### src/rtl/core/sdp_pkg.sv
`timescale 1ns / 1ps
// Shared types and constants for the step/direction pulse generator.
// No dependencies; the register bank, the engine and the top level import this package.
package sdp_pkg;

    localparam int unsigned PosW  = 16;
    localparam int unsigned TickW = 16;
    localparam int unsigned AddrW = 4;
    localparam int unsigned DataW = 32;

    // Register indexes, byte address is 4 * index
    localparam logic [1:0] REG_MAX_POSITION     = 2'd0;
    localparam logic [1:0] REG_PULSE_HIGH_TICKS = 2'd1;
    localparam logic [1:0] REG_PULSE_LOW_TICKS  = 2'd2;
    localparam logic [1:0] REG_DIR_SETTLE_TICKS = 2'd3;

    localparam logic [PosW-1:0]  RST_MAX_POSITION     = 16'd65535;
    localparam logic [TickW-1:0] RST_PULSE_HIGH_TICKS = 16'd5000;
    localparam logic [TickW-1:0] RST_PULSE_LOW_TICKS  = 16'd2500;
    localparam logic [TickW-1:0] RST_DIR_SETTLE_TICKS = 16'd10000;

    localparam logic CMD_TICK = 1'b0;
    localparam logic CMD_MOVE = 1'b1;

    typedef enum logic [3:0] {
        PH_IDLE   = 4'b0001,
        PH_SETTLE = 4'b0010,
        PH_HIGH   = 4'b0100,
        PH_LOW    = 4'b1000
    } phase_t;

    typedef struct packed {
        logic [PosW-1:0]  max_position;
        logic [TickW-1:0] pulse_high_ticks;
        logic [TickW-1:0] pulse_low_ticks;
        logic [TickW-1:0] dir_settle_ticks;
    } cfg_t;

    typedef struct packed {
        logic            cmd;
        logic            move_toward_max;
        logic [PosW-1:0] move_count;
    } item_t;

    typedef struct packed {
        logic            step_level;
        logic            dir_level;
        logic [PosW-1:0] position;
        logic [PosW-1:0] steps_remaining;
        logic            busy_res;
        logic            move_rejected;
        logic            move_clamped;
    } res_t;

endpackage

### src/rtl/core/sdp_cmd_if.sv
`timescale 1ns / 1ps
// Input channel of the pulse generator: tick and move items.
// Standalone valid/ready interface, no package dependency.
interface sdp_cmd_if;
    logic        valid;
    logic        ready;
    logic        cmd;
    logic        move_toward_max;
    logic [15:0] move_count;

    modport source (output valid, output cmd, output move_toward_max,
                    output move_count, input ready);
    modport sink   (input valid, input cmd, input move_toward_max,
                    input move_count, output ready);
endinterface

### src/rtl/core/sdp_res_if.sv
`timescale 1ns / 1ps
// Result channel of the pulse generator: one status item per input item.
// Standalone valid/ready interface, no package dependency.
interface sdp_res_if;
    logic        valid;
    logic        ready;
    logic        step_level;
    logic        dir_level;
    logic [15:0] position;
    logic [15:0] steps_remaining;
    logic        busy_res;
    logic        move_rejected;
    logic        move_clamped;

    modport source (output valid, output step_level, output dir_level,
                    output position, output steps_remaining, output busy_res,
                    output move_rejected, output move_clamped, input ready);
    modport sink   (input valid, input step_level, input dir_level,
                    input position, input steps_remaining, input busy_res,
                    input move_rejected, input move_clamped, output ready);
endinterface

### src/rtl/core/sdp_cfg_regs.sv
`timescale 1ns / 1ps
// APB register bank: travel limit and the three tick lengths.
// Depends on sdp_pkg.
module sdp_cfg_regs (
    input  logic                       clk,
    input  logic                       rst_n,
    input  logic                       psel,
    input  logic                       penable,
    input  logic                       pwrite,
    input  logic [sdp_pkg::AddrW-1:0]  paddr,
    input  logic [sdp_pkg::DataW-1:0]  pwdata,
    output logic [sdp_pkg::DataW-1:0]  prdata,
    output logic                       pready,
    output sdp_pkg::cfg_t              cfg
);
    import sdp_pkg::*;

    cfg_t       cfg_reg;
    cfg_t       cfg_next;
    logic       wr_en;
    logic [1:0] reg_idx;

    assign pready  = 1'b1;
    assign wr_en   = psel & penable & pwrite & pready;
    assign reg_idx = paddr[3:2];
    assign cfg     = cfg_reg;

    always_comb
    begin
        cfg_next = cfg_reg;
        if (wr_en)
        begin
            case (reg_idx)
                REG_MAX_POSITION:     cfg_next.max_position     = pwdata[PosW-1:0];
                REG_PULSE_HIGH_TICKS: cfg_next.pulse_high_ticks = pwdata[TickW-1:0];
                REG_PULSE_LOW_TICKS:  cfg_next.pulse_low_ticks  = pwdata[TickW-1:0];
                REG_DIR_SETTLE_TICKS: cfg_next.dir_settle_ticks = pwdata[TickW-1:0];
                default:              cfg_next = cfg_reg;
            endcase
        end
    end

    always_comb
    begin
        case (reg_idx)
            REG_MAX_POSITION:     prdata = {16'd0, cfg_reg.max_position};
            REG_PULSE_HIGH_TICKS: prdata = {16'd0, cfg_reg.pulse_high_ticks};
            REG_PULSE_LOW_TICKS:  prdata = {16'd0, cfg_reg.pulse_low_ticks};
            REG_DIR_SETTLE_TICKS: prdata = {16'd0, cfg_reg.dir_settle_ticks};
            default:              prdata = '0;
        endcase
    end

    always_ff @(posedge clk or negedge rst_n)
    begin
        if (!rst_n)
        begin
            cfg_reg.max_position     <= RST_MAX_POSITION;
            cfg_reg.pulse_high_ticks <= RST_PULSE_HIGH_TICKS;
            cfg_reg.pulse_low_ticks  <= RST_PULSE_LOW_TICKS;
            cfg_reg.dir_settle_ticks <= RST_DIR_SETTLE_TICKS;
        end
        else
        begin
            cfg_reg <= cfg_next;
        end
    end

endmodule

### src/rtl/core/sdp_engine.sv
`timescale 1ns / 1ps
// Motion state (position, pulse count, direction, phase, timer) and the
// combinational update for one tick or move item. Depends on sdp_pkg.
module sdp_engine (
    input  logic          clk,
    input  logic          rst_n,
    input  logic          fire,
    input  sdp_pkg::item_t item,
    input  sdp_pkg::cfg_t  cfg,
    output sdp_pkg::res_t  res
);
    import sdp_pkg::*;

    logic [PosW-1:0]  position_reg,  position_next;
    logic [PosW-1:0]  pulses_reg,    pulses_next;
    logic             dir_reg,       dir_next;
    phase_t           phase_reg,     phase_next;
    logic [TickW-1:0] timer_reg,     timer_next;

    logic [PosW-1:0]  room;
    logic [PosW-1:0]  grant;
    logic [TickW-1:0] timer_dec;
    logic             rejected;
    logic             clamped;

    function automatic logic [TickW-1:0] at_least_one(input logic [TickW-1:0] v);
        at_least_one = (v == '0) ? TickW'(1) : v;
    endfunction

    // Clamp the request against the soft limits
    always_comb
    begin
        room = (position_reg < cfg.max_position) ? (cfg.max_position - position_reg) : '0;
        if (item.move_toward_max)
            grant = (item.move_count < room) ? item.move_count : room;
        else
            grant = (item.move_count < position_reg) ? item.move_count : position_reg;
    end

    assign timer_dec = (timer_reg != '0) ? (timer_reg - TickW'(1)) : timer_reg;

    always_comb
    begin
        position_next = position_reg;
        pulses_next   = pulses_reg;
        dir_next      = dir_reg;
        phase_next    = phase_reg;
        timer_next    = timer_reg;
        rejected      = 1'b0;
        clamped       = 1'b0;

        if (item.cmd == CMD_MOVE)
        begin
            if (phase_reg != PH_IDLE)
            begin
                rejected = 1'b1;
            end
            else
            begin
                position_next = item.move_toward_max ? (position_reg + grant)
                                                     : (position_reg - grant);
                clamped       = (grant < item.move_count);
                pulses_next   = grant;
                dir_next      = item.move_toward_max;
                phase_next    = PH_SETTLE;
                timer_next    = at_least_one(cfg.dir_settle_ticks);
            end
        end
        else if (phase_reg != PH_IDLE)
        begin
            timer_next = timer_dec;
            if (timer_dec == '0)
            begin
                case (phase_reg)
                    PH_HIGH:
                    begin
                        if (pulses_reg != '0)
                            pulses_next = pulses_reg - PosW'(1);
                        phase_next = PH_LOW;
                        timer_next = at_least_one(cfg.pulse_low_ticks);
                    end
                    default:
                    begin
                        if (pulses_reg != '0)
                        begin
                            phase_next = PH_HIGH;
                            timer_next = at_least_one(cfg.pulse_high_ticks);
                        end
                        else
                        begin
                            phase_next = PH_IDLE;
                            timer_next = '0;
                        end
                    end
                endcase
            end
        end
    end

    always_comb
    begin
        res.step_level      = (phase_next == PH_HIGH);
        res.dir_level       = dir_next;
        res.position        = position_next;
        res.steps_remaining = pulses_next;
        res.busy_res        = (phase_next != PH_IDLE);
        res.move_rejected   = rejected;
        res.move_clamped    = clamped;
    end

    always_ff @(posedge clk or negedge rst_n)
    begin
        if (!rst_n)
        begin
            position_reg <= '0;
            pulses_reg   <= '0;
            dir_reg      <= 1'b1;
            phase_reg    <= PH_IDLE;
            timer_reg    <= '0;
        end
        else if (fire)
        begin
            position_reg <= position_next;
            pulses_reg   <= pulses_next;
            dir_reg      <= dir_next;
            phase_reg    <= phase_next;
            timer_reg    <= timer_next;
        end
    end

endmodule

### src/rtl/core/stepper_step_dir_pulser_top.sv
`timescale 1ns / 1ps
// Top level of the step/direction pulse generator with soft travel limits.
// Depends on sdp_pkg, sdp_cmd_if, sdp_res_if, sdp_cfg_regs, sdp_engine.
//
//   channel   role     handshake         carries
//   -------   ------   ---------------   ----------------------------------------
//   cmd_ch    sink     valid/ready       cmd, move_toward_max, move_count
//   res_ch    source   valid/ready       step/dir levels, position, count, flags
//   apb       slave    psel/penable      four 16-bit registers at 0x0..0xC
//
// Flow: an item is held in the input register, then the engine updates its state
// and the result register together as the item moves on; a new item is taken
// every clock while results drain.
// Reset: rst_n clears both valid bits, the motion state and the registers to
// their defaults at once; no clearing pass.
// Stalls: the result register holds while res_ch.ready is low; the input
// register then fills, and cmd_ch.ready drops only when both are full.
module stepper_step_dir_pulser_top (
    input  logic                      clk,
    input  logic                      rst_n,
    sdp_cmd_if.sink                   cmd_ch,
    sdp_res_if.source                 res_ch,
    input  logic                      psel,
    input  logic                      penable,
    input  logic                      pwrite,
    input  logic [sdp_pkg::AddrW-1:0] paddr,
    input  logic [sdp_pkg::DataW-1:0] pwdata,
    output logic [sdp_pkg::DataW-1:0] prdata,
    output logic                      pready
);
    import sdp_pkg::*;

    cfg_t  cfg;
    item_t in_item_reg, in_item_next;
    logic  in_vld_reg,  in_vld_next;
    res_t  out_res_reg, out_res_next;
    logic  out_vld_reg, out_vld_next;
    res_t  eng_res;
    logic  cmd_acc;
    logic  advance;

    sdp_cfg_regs u_cfg (
        .clk     (clk),
        .rst_n   (rst_n),
        .psel    (psel),
        .penable (penable),
        .pwrite  (pwrite),
        .paddr   (paddr),
        .pwdata  (pwdata),
        .prdata  (prdata),
        .pready  (pready),
        .cfg     (cfg)
    );

    // Move the held item through the engine when the result slot is free or
    // draining this cycle
    assign advance      = in_vld_reg & (~out_vld_reg | res_ch.ready);
    assign cmd_ch.ready = ~in_vld_reg | advance;
    assign cmd_acc      = cmd_ch.valid & cmd_ch.ready;

    sdp_engine u_engine (
        .clk   (clk),
        .rst_n (rst_n),
        .fire  (advance),
        .item  (in_item_reg),
        .cfg   (cfg),
        .res   (eng_res)
    );

    always_comb
    begin
        // Input register: load on accept, drop when the item moves on
        in_item_next = in_item_reg;
        if (cmd_acc)
        begin
            in_item_next.cmd             = cmd_ch.cmd;
            in_item_next.move_toward_max = cmd_ch.move_toward_max;
            in_item_next.move_count      = cmd_ch.move_count;
        end
        if (cmd_acc)
            in_vld_next = 1'b1;
        else if (advance)
            in_vld_next = 1'b0;
        else
            in_vld_next = in_vld_reg;

        // Result register: capture the engine output, hold under stall
        out_res_next = advance ? eng_res : out_res_reg;
        if (advance)
            out_vld_next = 1'b1;
        else if (res_ch.ready)
            out_vld_next = 1'b0;
        else
            out_vld_next = out_vld_reg;
    end

    always_ff @(posedge clk or negedge rst_n)
    begin
        if (!rst_n)
        begin
            in_vld_reg  <= 1'b0;
            out_vld_reg <= 1'b0;
        end
        else
        begin
            in_vld_reg  <= in_vld_next;
            out_vld_reg <= out_vld_next;
        end
    end

    // Payload registers carry no reset
    always_ff @(posedge clk)
    begin
        in_item_reg <= in_item_next;
        out_res_reg <= out_res_next;
    end

    assign res_ch.valid           = out_vld_reg;
    assign res_ch.step_level      = out_res_reg.step_level;
    assign res_ch.dir_level       = out_res_reg.dir_level;
    assign res_ch.position        = out_res_reg.position;
    assign res_ch.steps_remaining = out_res_reg.steps_remaining;
    assign res_ch.busy_res        = out_res_reg.busy_res;
    assign res_ch.move_rejected   = out_res_reg.move_rejected;
    assign res_ch.move_clamped    = out_res_reg.move_clamped;

endmodule

### src/flat_wrapper.sv
// flat-port wrapper written by rule: the top's interface ports become plain ports
module stepper_step_dir_pulser_top_flat import sdp_pkg::*;
  (clk, rst_n, psel, penable, pwrite, paddr, pwdata, prdata, pready, cmd_ch_valid, cmd_ch_cmd, cmd_ch_move_toward_max, cmd_ch_move_count, cmd_ch_ready, res_ch_valid, res_ch_step_level, res_ch_dir_level, res_ch_position, res_ch_steps_remaining, res_ch_busy_res, res_ch_move_rejected, res_ch_move_clamped, res_ch_ready);
  sdp_cmd_if cmd_ch_i ();
  sdp_res_if res_ch_i ();
  input  logic clk;
  input  logic rst_n;
  input  logic psel;
  input  logic penable;
  input  logic pwrite;
  input  logic [sdp_pkg::AddrW-1:0] paddr;
  input  logic [sdp_pkg::DataW-1:0] pwdata;
  output logic [sdp_pkg::DataW-1:0] prdata;
  output logic pready;
  input wire logic [$bits(cmd_ch_i.valid)-1:0] cmd_ch_valid;
  input wire logic [$bits(cmd_ch_i.cmd)-1:0] cmd_ch_cmd;
  input wire logic [$bits(cmd_ch_i.move_toward_max)-1:0] cmd_ch_move_toward_max;
  input wire logic [$bits(cmd_ch_i.move_count)-1:0] cmd_ch_move_count;
  output wire logic [$bits(cmd_ch_i.ready)-1:0] cmd_ch_ready;
  output wire logic [$bits(res_ch_i.valid)-1:0] res_ch_valid;
  output wire logic [$bits(res_ch_i.step_level)-1:0] res_ch_step_level;
  output wire logic [$bits(res_ch_i.dir_level)-1:0] res_ch_dir_level;
  output wire logic [$bits(res_ch_i.position)-1:0] res_ch_position;
  output wire logic [$bits(res_ch_i.steps_remaining)-1:0] res_ch_steps_remaining;
  output wire logic [$bits(res_ch_i.busy_res)-1:0] res_ch_busy_res;
  output wire logic [$bits(res_ch_i.move_rejected)-1:0] res_ch_move_rejected;
  output wire logic [$bits(res_ch_i.move_clamped)-1:0] res_ch_move_clamped;
  input wire logic [$bits(res_ch_i.ready)-1:0] res_ch_ready;
  assign cmd_ch_i.valid = cmd_ch_valid;
  assign cmd_ch_i.cmd = cmd_ch_cmd;
  assign cmd_ch_i.move_toward_max = cmd_ch_move_toward_max;
  assign cmd_ch_i.move_count = cmd_ch_move_count;
  assign cmd_ch_ready = cmd_ch_i.ready;
  assign res_ch_valid = res_ch_i.valid;
  assign res_ch_step_level = res_ch_i.step_level;
  assign res_ch_dir_level = res_ch_i.dir_level;
  assign res_ch_position = res_ch_i.position;
  assign res_ch_steps_remaining = res_ch_i.steps_remaining;
  assign res_ch_busy_res = res_ch_i.busy_res;
  assign res_ch_move_rejected = res_ch_i.move_rejected;
  assign res_ch_move_clamped = res_ch_i.move_clamped;
  assign res_ch_i.ready = res_ch_ready;
  stepper_step_dir_pulser_top u_core (.clk(clk), .rst_n(rst_n), .cmd_ch(cmd_ch_i), .res_ch(res_ch_i), .psel(psel), .penable(penable), .pwrite(pwrite), .paddr(paddr), .pwdata(pwdata), .prdata(prdata), .pready(pready));
endmodule
### config.mk
export PLATFORM = sky130hd
export DESIGN_NAME = stepper_step_dir_pulser_top_flat
export DESIGN_NICKNAME = d
export VERILOG_FILES = /design/src/rtl/core/sdp_pkg.sv /design/src/rtl/core/sdp_cmd_if.sv /design/src/rtl/core/sdp_res_if.sv /design/src/rtl/core/sdp_cfg_regs.sv /design/src/rtl/core/sdp_engine.sv /design/src/rtl/core/stepper_step_dir_pulser_top.sv /design/src/flat_wrapper.sv
export SDC_FILE = /design/constraint.sdc
export NUM_CORES = 1
export LEC_CHECK = 0
export ABC_AREA = 1
export BUFFER_PORTS_ARGS = -buffer_cell sky130_fd_sc_hd__buf_2
export CAP_MARGIN = 20
export CORE_AREA = 2 2 126 177
export DETAILED_ROUTE_END_ITERATION = 10
export DIE_AREA = 0 0 128 179
export PLACE_DENSITY = 0.8
export SLEW_MARGIN = 40
export SYNTH_ARGS = -nofsm -noshare
export SYNTH_HDL_FRONTEND = slang
export SYNTH_SLANG_ARGS = --single-unit
export TNS_END_PERCENT = 30
### constraint.sdc
create_clock -name clk -period 7.3 [get_ports clk]
set_clock_uncertainty 0.05 [all_clocks]
set_input_delay 0.73 -clock clk [delete_from_list [all_inputs] [get_ports clk]]
set_output_delay 0.73 -clock clk [all_outputs]
set_load 0.1 [all_outputs]
==> qor.txt, run 1 <==
status: finished, final reports clean
power density over cell area: 471 mW/mm^2
initial cell density of the core: 0.587
Routed WL: 35.0 mm
Most used DFF post-synth: dfrtp_1
area grow syn2layout: 10.2%
syn avg cell area: 7.61 um^2
cell area after layout: 0.0139 mm^2
Leak: 6.70 nW
Slew headroom: 0.417
Max-Cap Viols: 0
routed len/inst: 17.5 um
Cell Rows: 64
Post-Route Utilization: 0.647
largest net degree at the start of global routing: 93
crit share post-route: 0.937
crit path max fanout: 13
ys async rst share: 0.684
Synth area leader: dfrtp_1
CP endpoint kind: flop
Hold Crit Class: in -> async
synth warn: 0
Synth cell types: 60
max reg flops: 64
clock tree buffer depth: 2
Placed Area: 0.0132 mm^2
H-tree Lvls: 4
post-synthesis sequential area ratio: 0.371
crit path max-delay cell type: dfrtp_1
Final HPWL DP: 26.6 mm
Die H: 179 um
Synth Register Bits: 174
critical path class: reg -> reg
Synth top area share: 0.171
IO Port Bufs: 97
Post-synth EDFFs: 55
crit path time final: 6840 ps
top post-synthesis cells by area: dfrtp_1 (17%), edfxtp_1 (13%), nand2_1 (12%)
gr usage total: 0.318
CP Launch Type: flop
Core ar.: 0.0215 mm^2
Slew Viols, Final: 0
most common cell in the netlist: nand2_1
Synth Cell Area: 0.0126 mm^2
chip width: 128 um
worst r2r path cells: 45
Final Non-Filler Cells: 2005
Critical R2R Launch: u_core.u_engine.position_reg[0]
drt drc: 0
Setup-failing EPs final: 0
initial antenna violation count: 0
total congestion overflow: 0
drt via density: 5.81
critical path's largest stage delay: 470 ps
layout cells sized above 1: 0.160
TritonCTS Buffers: 17
first-pass GRT wire length: 56.8 mm
placer congestion estimate: 0.984
CP most frequent cell: nand2_1
Max Freq: 0.146 GHz
placed insts: 1967
die area: 0.0229 mm^2
vias in the first global route: 11100
Syn Inst Count: 1655
Root Driver: clkbuf_16
Hold Vio Cnt, Final: 0
CP Data Arrival Time: 7010 ps
final hold slack: 266 ps
CTS tree: built
1st-pass router iterations: 5
final net count: 1875
Worst Max-Slew Pin Slew: 870 ps
ANT nets after route: 0
clk slew on worst S/H paths: 80 ps
Worst Setup SP: u_core.u_engine.position_reg[0]
Worst-Skew Late Latency: 450 ps
clock sink count: 174
Max IR drop VDD: 0.289 mV
Post-synth top cells: nand2_1 (418), inv_1 (213), o21ai_0 (175)
Via Count: 11700
Worst Path Required: 7470 ps
DR iter-0 viols: 817
diodes inserted: 0
I/O pin count: 133
## power breakdown
group          leakage [nW]  switching (mW)  internal [mW]  total [mW]
Combinational          4.43            2.78           1.25        4.02
Sequential             1.98           0.262           1.33        1.60
Clock                 0.289           0.437          0.482       0.919
Total                  6.70            3.48           3.06        6.54
## worst max-delay path, delay by kind of cell, from the launching register on
family                   cells  cell delay [ps]
flip-flops                   1              470
buffers and inverters        9              940
AND/OR/NAND/NOR             23             2320
adder cells (fa/ha/maj)      4             1240
AO/OA/AOI/OAI                8             1470
XOR/XNOR                     1              130
## routing by layer
metal	global-route usage	wire (um)	up-vias	share of wire
li1	-	-	5662	-
met1	0.367	13400	5398	0.38
met2	0.534	16900	455	0.48
met3	0.0439	1710	136	0.049
met4	0.244	3000	0	0.086
met5	0	0	-	0
## area by class of cell
type | count | area [um^2]
timing repair buffer | 115 | 642
multi-input combinational | 1197 | 6820
sequential | 174 | 4670
inverter | 223 | 841
tap | 264 | 330
clock buffer | 17 | 425
clock inverter | 15 | 154
fill | 1909 | 7580
## cells by family (layout without fill, tap and decap cells)
group | Yosys count | count (layout) | share of synthesized area
DFF | 174 | 174 | 0.371
buffers and inverters | 299 | 370 | 0.0975
adders and majority gates | 86 | 86 | 0.0866
and+or+nand+nor | 698 | 698 | 0.249
xor gates and xnor gates | 39 | 39 | 0.0277
other | 2 | 17 | 0.000596
AOI/OAI and AO/OA | 357 | 357 | 0.168
## cell usage in the layout, fill, tap and decap left out, drive strengths merged, types with 4 or more instances in the layout
cell type  count
nand2        442
inv          225
o21ai        189
buf          115
nand3        108
nor2          88
dfrtp         86
ha            84
a21oi         79
edfxtp        55
xor2          34
dfstp         33
nor4          21
o211ai        18
nor3          18
conb          17
clkbuf        17
o2111ai       15
o221ai        14
nand4         12
clkinv        11
a22oi          9
or2            7
a31oi          7
o22ai          6
xnor2          5
a211oi         4
## repair_timing
item,CTS,global route
resized for setup,0,17
setup buffers,0,6
hold buffers,0,0
setup endpoints to repair,0,7
## path summary, 6_finish.rpt
check                      slack (ps)                             to
min reg2reg                       450        u_core.u_engine.dir_reg
max in group asynchronous        5810  u_core.u_engine.timer_reg[11]
min in group clk                  410          u_core.in_item_reg[3]
max                               460     u_core.res_ch.position[15]
min                               270  u_core.u_engine.pulses_reg[2]
max reg2reg                       460     u_core.res_ch.position[15]
## stage by stage
step	worst slack (ps)	power (mW)	TNS (ps)
global placement	561	5.38	0
finish	463	6.54	0
detailed placement	418	5.48	0
CTS	384	6.42	0
global route	-7.35	7.08	-8.01
floorplan	1390	4.65	0
(Power assumes the default switching activity.)
==> run 2: changes to the inputs <==
--- a/config.mk
+++ b/config.mk
@@ -8,10 +8,10 @@
 export ABC_AREA = 1
 export BUFFER_PORTS_ARGS = -buffer_cell sky130_fd_sc_hd__buf_2
 export CAP_MARGIN = 20
-export CORE_AREA = 2 2 126 177
+export CORE_AREA = 2 2 138 193
 export DETAILED_ROUTE_END_ITERATION = 10
-export DIE_AREA = 0 0 128 179
-export PLACE_DENSITY = 0.8
+export DIE_AREA = 0 0 140 195
+export PLACE_DENSITY = 0.69
 export SLEW_MARGIN = 40
 export SYNTH_ARGS = -nofsm -noshare
 export SYNTH_HDL_FRONTEND = slang
==> run 2 against run 1 <==
Net effect: the run now ends with DRC left; wire length is 2.5% higher; combinational power up 2%; worst setup slack gained 40 ps; clock power fell by 2.4%.
==> qor.txt, run 2 (synthesized netlist as in run 1, its figures left out) <==
status: finished with violations (was finished, final reports clean)
failing checks: DRC
Slew headroom: 0.448 (was 0.417)
Die H: 195 um (was 179 um)
Final HPWL DP: 27.4 mm (was 26.6 mm)
CP most frequent cell: nand2_1 (unchanged)
Root Driver: clkbuf_16 (unchanged)
final net count: 1881 (was 1875)
Power Total: 6.60 mW (was 6.54 mW)
Core ar.: 0.0255 mm^2 (was 0.0215 mm^2)
Bufs and invs on worst path: 10 (was 9)
I/O pin count: 133 (unchanged)
clock sink count: 174 (unchanged)
Setup-failing EPs final: 0 (unchanged)
critical path's largest stage delay: 450 ps (was 470 ps)
DR iter-0 viols: 766 (was 817)
max reg flops: 64 (unchanged)
placer congestion estimate: 0.929 (was 0.984)
initial antenna violation count: 0 (unchanged)
drt via density: 5.54 (was 5.81)
chip width: 140 um (was 128 um)
total congestion overflow: 0 (unchanged)
CP Launch Type: flop (unchanged)
critical path class: reg -> reg (unchanged)
crit share post-route: 0.931 (was 0.937)
power density over cell area: 472 mW/mm^2 (was 471 mW/mm^2)
CP Data Arrival Time: 6950 ps (was 7010 ps)
layout cells sized above 1: 0.163 (was 0.160)
IO Port Bufs: 97 (unchanged)
clk slew on worst S/H paths: 70 ps (was 80 ps)
area grow syn2layout: 11.0% (was 10.2%)
H-tree Lvls: 4 (unchanged)
Worst-Skew Late Latency: 450 ps (about the same)
critical path's top delay family: simple AND/OR/NAND/NOR gates (unchanged)
routed len/inst: 17.4 um (was 17.5 um)
first-pass GRT wire length: 56.5 mm (was 56.8 mm)
Routed WL: 35.9 mm (was 35.0 mm)
vias in the first global route: 10900 (was 11100)
CP endpoint kind: flop (unchanged)
1st-pass router iterations: 10 (was 5)
Worst Path Required: 7450 ps (was 7470 ps)
die area: 0.0273 mm^2 (was 0.0229 mm^2)
CTS Hold Bufs: 0 (unchanged)
most frequent cells in the layout: nand2_1 (412), inv_1 (209), o21ai_0 (171) (was nand2_1 (411), inv_1 (209), o21ai_0 (170))
Placed Area: 0.0133 mm^2 (was 0.0132 mm^2)
r2r setup slk: 500 ps (was 460 ps)
Leak: 6.72 nW (was 6.70 nW)
TritonCTS Buffers: 17 (unchanged)
ANT nets after route: 0 (unchanged)
crit path max fanout: 6 (was 13)
crit path max-delay cell type: dfrtp_1 (unchanged)
initial cell density of the core: 0.495 (was 0.587)
cell area after layout: 0.0140 mm^2 (was 0.0139 mm^2)
Max-Cap Viols: 0 (unchanged)
largest net degree at the start of global routing: 93 (unchanged)
crit path time final: 6800 ps (was 6840 ps)
Via Count: 11400 (was 11700)
drt drc: 8 (was 0)
Hold Crit Class: in -> async (unchanged)
Hold Vio Cnt, Final: 0 (unchanged)
gr usage total: 0.263 (was 0.318)
Slew Viols, Final: 0 (unchanged)
Max IR drop VDD: 0.256 mV (was 0.289 mV)
Max Freq: 0.147 GHz (was 0.146 GHz)
Worst Max-Slew Pin Slew: 822 ps (was 870 ps)
most common cell after layout, fill and taps aside: nand2_1 (unchanged)
CTS tree: built (unchanged)
clock tree buffer depth: 2 (unchanged)
diodes inserted: 0 (unchanged)
Cell Rows: 69 (was 64)
[run 2: cell count changes in the layout (fill, tap and decap cells not counted), moves of 2 or more]
cell / before / now
buf_4: 14 / 20
clkbuf_8: 0 / 2
clkbuf_1: 0 / 2
buf_6: 5 / 3
inv_6: 5 / 2
inv_4: 0 / 3
[run 2: power breakdown]
group	internal [mW]	switching (mW)
logic	1.30	2.81
clock network	0.479	0.417
registers	1.33	0.265
total	3.11	3.49
[run 2: routing by layer]
layer | GRT usage | wire, um | up-vias | share of wire
met5 | 0 | 0 | - | 0
met4 | 0.146 | 2120 | 0 | 0.059
met3 | 0.0353 | 1470 | 102 | 0.041
met2 | 0.473 | 18100 | 366 | 0.50
met1 | 0.300 | 14200 | 5304 | 0.40
li1 | - | - | 5671 | -
[run 2: path summary, 6_finish.rpt]
kind / start / end / depth (start not counted)
worst max-delay path: u_core.u_engine.position_reg[0] / u_core.res_ch.position[15] / 45
worst min-delay path: rst_n / u_core.u_cfg.cfg[33] / 1
worst max register to register: u_core.u_engine.position_reg[0] / u_core.res_ch.position[15] / 45
worst min register to register: u_core.u_cfg.cfg[48] / u_core.u_cfg.cfg[48] / 2
max in group asynchronous: rst_n / u_core.u_engine.position_reg[10] / 2
min in group clk: cmd_ch_move_count[4] / u_core.in_item_reg[4] / 1
[run 2: worst register-to-register path: cells and delay by family, from the launching register on]
kind                       cells  cell delay, ps
adders and majority gates      4            1220
buffers and inverters         10            1050
DFF                            1             450
xor gates and xnor gates       1             140
AOI/OAI and AO/OA              8            1370
and+or+nand+nor               22            2270
[run 2: what timing repair did]
| action | in CTS | in global routing |
|---|---|---|
| setup buffers | 0 | 10 |
| setup endpoints to repair | 0 | 6 |
| gates resized for setup | 0 | 18 |
[run 2: area by class of cell]
cell class	count	area (um^2)
clock inverters	10	75.1
repair buffers	121	674
multi-input cells	1197	6830
well taps	319	399
fillers	2438	11500
flip-flops and latches	174	4670
inverters	223	841
clock buffers	22	485
[run 2: through the flow]
stage | std cells | setup WS, ps | TNS, ps | hold WS, ps | util
finish | 2066 | 502 | 0 | 257 | 0.549
global route | 2066 | -38.9 | -38.9 | 294 | 0.549
CTS | 2055 | 381 | 0 | 276 | 0.543
detailed placement | 2023 | 436 | 0 | 446 | 0.521
global placement | 2023 | 525 | 0 | 434 | 0.520
floorplan | 1670 | 1390 | 0 | 384 | -
